[config.mk]
export PLATFORM = sky130hd
export DESIGN_NAME = frame_pixel_statistics
export DESIGN_NICKNAME = d
export VERILOG_FILES = /design/src/hw/rtl/fps_pkg.sv /design/src/hw/rtl/frame_pixel_statistics.sv
export SDC_FILE = /design/constraint.sdc
export NUM_CORES = 2
export LEC_CHECK = 0
export ABC_CLOCK_PERIOD_IN_PS = 18800
export BUFFER_PORTS_ARGS = -buffer_cell sky130_fd_sc_hd__buf_2
export CORE_UTILIZATION = 39
export DETAILED_ROUTE_END_ITERATION = 16
export SETUP_SLACK_MARGIN = 0.15
export SLEW_MARGIN = 15
export SYNTH_ARGS = -nofsm -noshare
export SYNTH_HDL_FRONTEND = slang
export SYNTH_SLANG_ARGS = --single-unit
[constraint.sdc]
create_clock -name clk_i -period 18.8 [get_ports clk_i]
set_clock_uncertainty 0.15 [all_clocks]
set_input_delay 2.82 -clock clk_i [delete_from_list [all_inputs] [get_ports clk_i]]
set_output_delay 2.82 -clock clk_i [all_outputs]
set_load 0.005 [all_outputs]
[src/hw/rtl/fps_pkg.sv]
// ----------------------------------------------------------------------------
// fps_pkg: shared definitions for frame pixel statistics
// Pixel, counter and sum widths, register map and configuration reset values.
// ----------------------------------------------------------------------------
`default_nettype none

package fps_pkg;

  // Pixels in one input word
  localparam int unsigned NUM_LANES = 8;
  localparam int unsigned PIX_W     = 12;

  // Result and accumulator widths
  localparam int unsigned CNT_W     = 25;
  localparam int unsigned SUM_W     = 37;
  localparam int unsigned SUM_OUT_W = 36;

  // Configuration port
  localparam int unsigned CFG_IDX_W  = 3;
  localparam int unsigned CFG_DATA_W = 13;
  localparam int unsigned CFG_DIM_W  = 13;

  // Default dimension bound for the top level
  localparam int unsigned MAX_DIM_DEFAULT = 4096;

  typedef logic [PIX_W-1:0]     pix_t;
  typedef logic [CFG_DIM_W-1:0] dim_t;

  typedef enum logic [CFG_IDX_W-1:0] {
    CFG_FRAME_HEIGHT    = 3'd0,
    CFG_FRAME_WIDTH     = 3'd1,
    CFG_WHITE_THRESHOLD = 3'd2,
    CFG_BLACK_THRESHOLD = 3'd3,
    CFG_SINGLE_MODE     = 3'd4
  } cfg_reg_e;

  // Configuration reset values
  localparam dim_t RST_FRAME_HEIGHT    = 13'd1;
  localparam dim_t RST_FRAME_WIDTH     = 13'd8;
  localparam pix_t RST_WHITE_THRESHOLD = 12'd4000;
  localparam pix_t RST_BLACK_THRESHOLD = 12'd95;
  localparam logic RST_SINGLE_MODE     = 1'b1;

endpackage : fps_pkg

`default_nettype wire

[src/hw/rtl/frame_pixel_statistics.sv]
// ----------------------------------------------------------------------------
// frame_pixel_statistics: per-frame black/white count, min, max and sum
// Accumulates statistics over words of eight pixels and reports them once per
// frame, on the last word of the frame.
// ----------------------------------------------------------------------------
// The block takes one word of eight 12-bit pixels per transfer and sustains
// one word per clock. A word first lands in an input register; in the next
// cycle a single combinational pass classifies every lane against the white
// and black thresholds, updates the per-lane minimum and maximum, and adds the
// word into the running sum. When the word closes the frame (last word of the
// last row), the pass also folds the eight lanes into a global min and max and
// loads the result register, then clears all statistics, so each result
// passes the input and result registers. Input flow stops only when a
// frame-closing word sits in the input register while the result register
// still holds an untaken result; throughput is otherwise set by the input
// register alone. A row is ceil(frame_width / 8) words; the position counter
// steps in pixels, so no divider is needed. Zero or oversized dimensions are
// clamped to 1..MAX_DIM. In single-pixel mode only lane 0 is counted and the
// remaining lanes keep whatever they held. Configuration writes are accepted
// in every cycle and must only be issued while the block is idle.
// ----------------------------------------------------------------------------
`default_nettype none

module frame_pixel_statistics #(
  parameter int unsigned MAX_DIM = fps_pkg::MAX_DIM_DEFAULT
) (
  input  logic                           clk_i,
  input  logic                           rst_ni,

  // Configuration write channel
  input  logic                           cfg_valid_i,
  output logic                           cfg_ready_o,
  input  logic [fps_pkg::CFG_IDX_W-1:0]  cfg_index_i,
  input  logic [fps_pkg::CFG_DATA_W-1:0] cfg_data_i,

  // Pixel word channel
  input  logic                           in_valid_i,
  output logic                           in_ready_o,
  input  logic [fps_pkg::PIX_W-1:0]      pixel_0_i,
  input  logic [fps_pkg::PIX_W-1:0]      pixel_1_i,
  input  logic [fps_pkg::PIX_W-1:0]      pixel_2_i,
  input  logic [fps_pkg::PIX_W-1:0]      pixel_3_i,
  input  logic [fps_pkg::PIX_W-1:0]      pixel_4_i,
  input  logic [fps_pkg::PIX_W-1:0]      pixel_5_i,
  input  logic [fps_pkg::PIX_W-1:0]      pixel_6_i,
  input  logic [fps_pkg::PIX_W-1:0]      pixel_7_i,

  // Frame result channel
  output logic                           out_valid_o,
  input  logic                           out_ready_i,
  output logic [fps_pkg::CNT_W-1:0]      black_count_o,
  output logic [fps_pkg::CNT_W-1:0]      white_count_o,
  output logic [fps_pkg::PIX_W-1:0]      frame_min_o,
  output logic [fps_pkg::PIX_W-1:0]      frame_max_o,
  output logic [fps_pkg::SUM_OUT_W-1:0]  pixel_sum_o
);

  import fps_pkg::*;

  // Pixel column and row counters; the column counter steps by NUM_LANES
  localparam int unsigned COL_W   = $clog2(MAX_DIM);
  localparam int unsigned ROW_W   = $clog2(MAX_DIM);
  localparam int unsigned EXT_W   = (COL_W + 1 > CFG_DIM_W) ? COL_W + 1 : CFG_DIM_W;
  localparam int unsigned LCNT_W  = $clog2(NUM_LANES + 1);
  localparam int unsigned WSUM_W  = PIX_W + $clog2(NUM_LANES);

  typedef logic [EXT_W-1:0] ext_t;

  // --------------------------------------------------------------------------
  // Configuration registers
  // --------------------------------------------------------------------------
  dim_t height_q, width_q;
  pix_t white_thr_q, black_thr_q;
  logic single_q;

  assign cfg_ready_o = 1'b1;

  always_ff @(posedge clk_i or negedge rst_ni) begin
    if (!rst_ni) begin
      height_q    <= RST_FRAME_HEIGHT;
      width_q     <= RST_FRAME_WIDTH;
      white_thr_q <= RST_WHITE_THRESHOLD;
      black_thr_q <= RST_BLACK_THRESHOLD;
      single_q    <= RST_SINGLE_MODE;
    end else if (cfg_valid_i && cfg_ready_o) begin
      unique case (cfg_reg_e'(cfg_index_i))
        CFG_FRAME_HEIGHT:    height_q    <= cfg_data_i[CFG_DIM_W-1:0];
        CFG_FRAME_WIDTH:     width_q     <= cfg_data_i[CFG_DIM_W-1:0];
        CFG_WHITE_THRESHOLD: white_thr_q <= cfg_data_i[PIX_W-1:0];
        CFG_BLACK_THRESHOLD: black_thr_q <= cfg_data_i[PIX_W-1:0];
        CFG_SINGLE_MODE:     single_q    <= cfg_data_i[0];
        default: ;  // writes beyond the register map are dropped
      endcase
    end
  end

  // --------------------------------------------------------------------------
  // Input register
  // --------------------------------------------------------------------------
  logic s1_valid_q;
  pix_t s1_pix_q [NUM_LANES];
  pix_t in_pix   [NUM_LANES];
  logic in_xfer, s1_go, res_load;

  assign in_pix[0] = pixel_0_i;
  assign in_pix[1] = pixel_1_i;
  assign in_pix[2] = pixel_2_i;
  assign in_pix[3] = pixel_3_i;
  assign in_pix[4] = pixel_4_i;
  assign in_pix[5] = pixel_5_i;
  assign in_pix[6] = pixel_6_i;
  assign in_pix[7] = pixel_7_i;

  assign in_ready_o = !s1_valid_q || s1_go;
  assign in_xfer    = in_valid_i && in_ready_o;

  always_ff @(posedge clk_i or negedge rst_ni) begin
    if (!rst_ni) begin
      s1_valid_q <= 1'b0;
    end else if (in_xfer) begin
      s1_valid_q <= 1'b1;
    end else if (s1_go) begin
      s1_valid_q <= 1'b0;
    end
  end

  always_ff @(posedge clk_i) begin
    if (in_xfer) begin
      s1_pix_q <= in_pix;
    end
  end

  // --------------------------------------------------------------------------
  // Statistics state
  // --------------------------------------------------------------------------
  logic [COL_W-1:0] col_q, col_d;
  logic [ROW_W-1:0] row_q, row_d;
  logic [CNT_W-1:0] black_total_q, black_total_d;
  logic [CNT_W-1:0] white_total_q, white_total_d;
  logic [SUM_W-1:0] sum_q, sum_d;
  pix_t lane_min_q [NUM_LANES];
  pix_t lane_max_q [NUM_LANES];
  pix_t lane_min_d [NUM_LANES];
  pix_t lane_max_d [NUM_LANES];

  // Per-word classification and reduction
  logic [LCNT_W-1:0] word_white, word_black;
  logic [WSUM_W-1:0] word_sum;
  logic              lane_on;
  pix_t              gmin, gmax;
  logic [CNT_W-1:0]  black_upd, white_upd;
  logic [SUM_W-1:0]  sum_upd;

  always_comb begin
    word_white = '0;
    word_black = '0;
    word_sum   = '0;
    for (int p = 0; p < NUM_LANES; p++) begin
      lane_on       = (p == 0) || !single_q;
      lane_min_d[p] = lane_min_q[p];
      lane_max_d[p] = lane_max_q[p];
      if (lane_on) begin
        if (s1_pix_q[p] > white_thr_q) begin
          word_white = word_white + LCNT_W'(1);
        end else if (s1_pix_q[p] < black_thr_q) begin
          word_black = word_black + LCNT_W'(1);
        end
        if (s1_pix_q[p] < lane_min_q[p]) lane_min_d[p] = s1_pix_q[p];
        if (s1_pix_q[p] > lane_max_q[p]) lane_max_d[p] = s1_pix_q[p];
        word_sum = word_sum + WSUM_W'(s1_pix_q[p]);
      end
    end
    black_upd = black_total_q + CNT_W'(word_black);
    white_upd = white_total_q + CNT_W'(word_white);
    sum_upd   = sum_q + SUM_W'(word_sum);

    // Fold lanes into the frame min and max; single mode reports lane 0 only
    gmin = lane_min_d[0];
    gmax = lane_max_d[0];
    if (!single_q) begin
      for (int p = 1; p < NUM_LANES; p++) begin
        if (lane_min_d[p] < gmin) gmin = lane_min_d[p];
        if (lane_max_d[p] > gmax) gmax = lane_max_d[p];
      end
    end
  end

  // Frame position: clamp dimensions and detect row and frame end
  ext_t width_ext, height_ext, width_c, height_c;
  ext_t col_next, row_next;
  logic row_end, frame_end;

  always_comb begin
    width_ext  = EXT_W'(width_q);
    height_ext = EXT_W'(height_q);
    if (width_ext == '0) begin
      width_c = EXT_W'(1);
    end else if (width_ext > EXT_W'(MAX_DIM)) begin
      width_c = EXT_W'(MAX_DIM);
    end else begin
      width_c = width_ext;
    end
    if (height_ext == '0) begin
      height_c = EXT_W'(1);
    end else if (height_ext > EXT_W'(MAX_DIM)) begin
      height_c = EXT_W'(MAX_DIM);
    end else begin
      height_c = height_ext;
    end
    col_next  = EXT_W'(col_q) + EXT_W'(NUM_LANES);
    row_next  = EXT_W'(row_q) + EXT_W'(1);
    row_end   = col_next >= width_c;
    frame_end = row_end && (row_next >= height_c);
  end

  // A frame-closing word needs a free result slot; all others always advance
  assign s1_go    = s1_valid_q && !(frame_end && out_valid_o && !out_ready_i);
  assign res_load = s1_go && frame_end;

  always_comb begin
    col_d         = col_q;
    row_d         = row_q;
    black_total_d = black_total_q;
    white_total_d = white_total_q;
    sum_d         = sum_q;
    if (s1_go) begin
      if (frame_end) begin
        col_d         = '0;
        row_d         = '0;
        black_total_d = '0;
        white_total_d = '0;
        sum_d         = '0;
      end else begin
        black_total_d = black_upd;
        white_total_d = white_upd;
        sum_d         = sum_upd;
        if (row_end) begin
          col_d = '0;
          row_d = row_q + ROW_W'(1);
        end else begin
          col_d = col_next[COL_W-1:0];
        end
      end
    end
  end

  // Lane min/max registers: advance on a processed word, reset at frame end
  always_ff @(posedge clk_i or negedge rst_ni) begin
    if (!rst_ni) begin
      for (int p = 0; p < NUM_LANES; p++) begin
        lane_min_q[p] <= '1;
        lane_max_q[p] <= '0;
      end
    end else if (s1_go) begin
      for (int p = 0; p < NUM_LANES; p++) begin
        lane_min_q[p] <= frame_end ? '1 : lane_min_d[p];
        lane_max_q[p] <= frame_end ? '0 : lane_max_d[p];
      end
    end
  end

  always_ff @(posedge clk_i or negedge rst_ni) begin
    if (!rst_ni) begin
      col_q         <= '0;
      row_q         <= '0;
      black_total_q <= '0;
      white_total_q <= '0;
      sum_q         <= '0;
    end else begin
      col_q         <= col_d;
      row_q         <= row_d;
      black_total_q <= black_total_d;
      white_total_q <= white_total_d;
      sum_q         <= sum_d;
    end
  end

  // --------------------------------------------------------------------------
  // Result register
  // --------------------------------------------------------------------------
  logic out_valid_q;

  always_ff @(posedge clk_i or negedge rst_ni) begin
    if (!rst_ni) begin
      out_valid_q <= 1'b0;
    end else if (res_load) begin
      out_valid_q <= 1'b1;
    end else if (out_ready_i) begin
      out_valid_q <= 1'b0;
    end
  end

  always_ff @(posedge clk_i) begin
    if (res_load) begin
      black_count_o <= black_upd;
      white_count_o <= white_upd;
      frame_min_o   <= gmin;
      frame_max_o   <= gmax;
      pixel_sum_o   <= sum_upd[SUM_OUT_W-1:0];
    end
  end

  assign out_valid_o = out_valid_q;

  // --------------------------------------------------------------------------
  // Assertions
  // --------------------------------------------------------------------------
  // A delivered frame leaves the position and totals cleared
  assert property (@(posedge clk_i) disable iff (!rst_ni)
    res_load |=> (col_q == '0 && row_q == '0 && black_total_q == '0 &&
                  white_total_q == '0 && sum_q == '0))
    else $error("statistics not cleared after frame result");

  // Input stalls only behind a waiting result
  assert property (@(posedge clk_i) disable iff (!rst_ni)
    !in_ready_o |-> (s1_valid_q && out_valid_q && frame_end))
    else $error("input stalled without a pending result");

  // Column position stays inside the largest row
  assert property (@(posedge clk_i) disable iff (!rst_ni)
    EXT_W'(col_q) < EXT_W'(MAX_DIM))
    else $error("column position out of range");

  // A new result is never loaded over one that is still waiting
  assert property (@(posedge clk_i) disable iff (!rst_ni)
    (out_valid_q && !out_ready_i) |-> !res_load)
    else $error("result overwritten before transfer");

endmodule : frame_pixel_statistics

`default_nettype wire
==> run_results.csv <==
group,metric,value,unit
yosys,synth_area_leader_cell,"ha_1",
setup_path,cpMaxStageDelayCell,"edfxtp_1",
clocking,cts_hold_buf,0,
layout,finalNonFillerCells,6540,
floorplanning,die_w,336,um
place,post-place-ws,0.580,ns
yosys,syn_avg_cell_area,9.28,um^2
setup_path,cp_slowest_stage_delay,0.80,ns
yosys,ys_ff_latch,558,
routing,drc,0,
clocking,htreeDepth,3,
sta,max_clock_freq,57.5,MHz
global_route,grt_pass1_vias,34800,
yosys,synth_cell_types,87,
layout,drive_gt1_frac,0.147,
routing,drt_first_pass_iters,6,
place,dpl.hpwl,106000,um
setup_path,endpoint_kind,"register",
sta,rsz0062_at_grt,"no",
layout,syn2layout_area_growth,14.5,%
routing,drt-met1-wl,65000,um
global_route,track_usage,0.247,
global_route,overflow,0,
clocking,clkTransAtPathRegs,0.06,ns
clocking,numCtsBuffers,70,
yosys,synth_async_sr_flop_share,0.631,
sta,post-route-period-util,0.925,
routing,dr_wl_met2,63200,um
yosys,postSynthCellCount,4689,
floorplanning,core_area,111000,um^2
clocking,cts_max_path_buffers,3,
setup_path,critPathArrivalTime,17.67,ns
place,io_buffer_count,228,
sta,fin_tns_setup,0,ns
clocking,insertion_delay,0.67,ns
yosys,synth_edf_count,206,
sta,finalHoldWorstSlack,0.321,ns
global_route,grt_pass1_wl,213000,um
setup_path,crit_path_frequent_cell,"a21oi_1",
routing,antenna_left,0,
yosys,yosysSeqAreaShare,0.348,
setup_path,worstPathRequired,19.07,ns
setup_path,worst-path-max-fanout,21,
clocking,cts_tree,"built",
floorplanning,die_area,113000,um^2
yosys,synth_commonest_cells,"ha_1 (666), inv_1 (455), o21ai_0 (365), a21oi_1 (363), nand2_1 (327)",
sta,slew_violations,0,
routing,routed.top_layer,"met4",
global_route,grt_antenna_before_repair,0,
sta,max_slew_margin,0.270,
floorplanning,fp-row-count,122,
layout,fillers,10600,
layout,nets,5786,
yosys,synth.top_cell.area_share,0.191,
routing,routedWlPerCell,21.4,um
clocking,cts-root-buf,"clkbuf_16",
setup_path,worst_setup_path_start_kind,"register",
routing,avgViaCountPerCell,5.55,
place,gp_congestion,0.932,
routing,vias,36300,
sta,setup_slack,1.40,ns
yosys,synth_most_common_cell,"ha_1",
setup_path,crit_type,"reg2reg",
floorplanning,start_util,0.393,
sta,hold_violations,0,
yosys,synth_area,43500,um^2
job,drv_cap,0,
sta,fin_crit,17.40,ns
yosys,synthTopCellsByArea,"ha_1 (19%), edfxtp_1 (14%), dfrtp_1 (14%)",
place,placed_cells,6396,
routing,drt_iter0_markers,2713,
hold_path,holdCritPathClass,"reg2reg",
yosys,ys.flop_type,"dfrtp_1",
sta,finalSetupViolCount,0,
clocking,cts_num_sinks,558,
global_route,grt_max_degree,151,
routing,wl,140000,um
sta,tightest_slew,1.09,ns
yosys,yosysWarnings,0,
floorplanning,fp.dieH,336,um
floorplanning,num_io_pins,230,
outcome,outcome,"complete, no violations",
yosys,synthesis.nets,5482,
routing,met3_length,6410,um
through the flow:
step | area [um^2] | util
final | 49800 | 0.450
after global routing | 49800 | 0.450
after CTS | 49500 | 0.447
after detailed placement | 47200 | 0.427
after global placement | 47200 | 0.427
after floorplan | 43500 | -
critical path: cells and delay by family, from the launching register on:
family                   cells  cell delay, ns
flip-flops                   1            0.80
multiplexers                 2            0.84
adder cells (fa/ha/maj)      8            2.60
AO/OA/AOI/OAI               38            8.49
buffers and inverters        4            0.71
AND/OR/NAND/NOR             17            3.47
flip-flops by register name, indices dropped and copies added (netlist names), 9 cells and up:
name and cells:
white_count_o 25, black_thr_q 12, s1_pix_q 96, white_thr_q 12, frame_max_o 12, row_q 12, lane_max_q 96, lane_min_q 96
width_ext 13, col_q 9, black_total_q 25, sum_q 36, pixel_sum_o 36, white_total_q 25, frame_min_o 12, black_count_o 25
height_ext 13
path summary, 6_finish.rpt:
kind | start | end | slack [ns] | cells past startpoint
min | lane_min_q[0]$_DFFE_PN1P_ | lane_min_q[0]$_DFFE_PN1P_ | 0.32 | 2
min reg2reg | lane_min_q[0]$_DFFE_PN1P_ | lane_min_q[0]$_DFFE_PN1P_ | 0.32 | 2
max | s1_pix_q[95]$_DFFE_PP_ | frame_max_o[0]$_DFFE_PP_ | 1.40 | 69
max in group asynchronous | rst_ni | width_ext[0]$_DFFE_PN0P_ | 13.64 | 4
max reg2reg | s1_pix_q[95]$_DFFE_PP_ | frame_max_o[0]$_DFFE_PP_ | 1.40 | 69
min in group asynchronous | rst_ni | sum_q[14]$_DFFE_PN0P_ | 2.03 | 1
cell type report:
| cell class | count | area [um^2] | area share |
|---|---|---|---|
| clock inverter | 31 | 374 | 0.00751 |
| sequential | 558 | 15100 | 0.304 |
| inverter | 456 | 1710 | 0.0344 |
| clock buffer | 99 | 1930 | 0.0388 |
| multi-input combinational | 3519 | 26400 | 0.531 |
| tap | 1488 | 1860 | 0.0374 |
| timing repair buffer | 388 | 2370 | 0.0476 |
| antenna | 1 | 2.50 | 0.0000502 |
layer usage:
metal / vias to the layer above / track usage
met5: - / 0
met1: 17400 / 0.335
met4: 0 / 0.0915
li1: 17600 / -
met2: 978 / 0.399
met3: 257 / 0.0313
cells by family (layout without fill, tap and decap cells):
| kind of cell | count (synthesis) | after routing | synth area share |
|---|---|---|---|
| other cells | 1 | 2 | 0.0000861 |
| flops | 558 | 558 | 0.348 |
| simple gates | 1051 | 1052 | 0.116 |
| mux | 134 | 134 | 0.0326 |
| buf+inv | 613 | 974 | 0.0533 |
| fa+ha+maj | 676 | 676 | 0.196 |
| xor+xnor | 197 | 197 | 0.0396 |
| compound gates | 1459 | 1459 | 0.215 |
repair_timing:
| item | 4_1_cts | 5_1_grt |
|---|---|---|
| setup endpoints to repair | 0 | 24 |
| setup buffers | 0 | 11 |
| resized for setup | 0 | 52 |
layout by cell type (no fill, tap or decap), types with 110 or more instances in the layout:
| cell | synthesis | layout |
|---|---|---|
| xnor2_1 | 129 | 129 |
| a21o_1 | 202 | 202 |
| dfrtp_1 | 241 | 241 |
| buf_2 | 5 | 228 |
| o21ai_0 | 365 | 361 |
| ha_1 | 666 | 666 |
| nand2_1 | 327 | 326 |
| a21oi_1 | 363 | 357 |
| edfxtp_1 | 206 | 206 |
| dfstp_2 | 111 | 110 |
| buf_4 | 1 | 155 |
| nor2_1 | 258 | 256 |
| inv_1 | 455 | 455 |
Power is left out: the tool's default activity adds up to more than one toggle a clock period on the data nets, which glitch-free logic cannot reach.
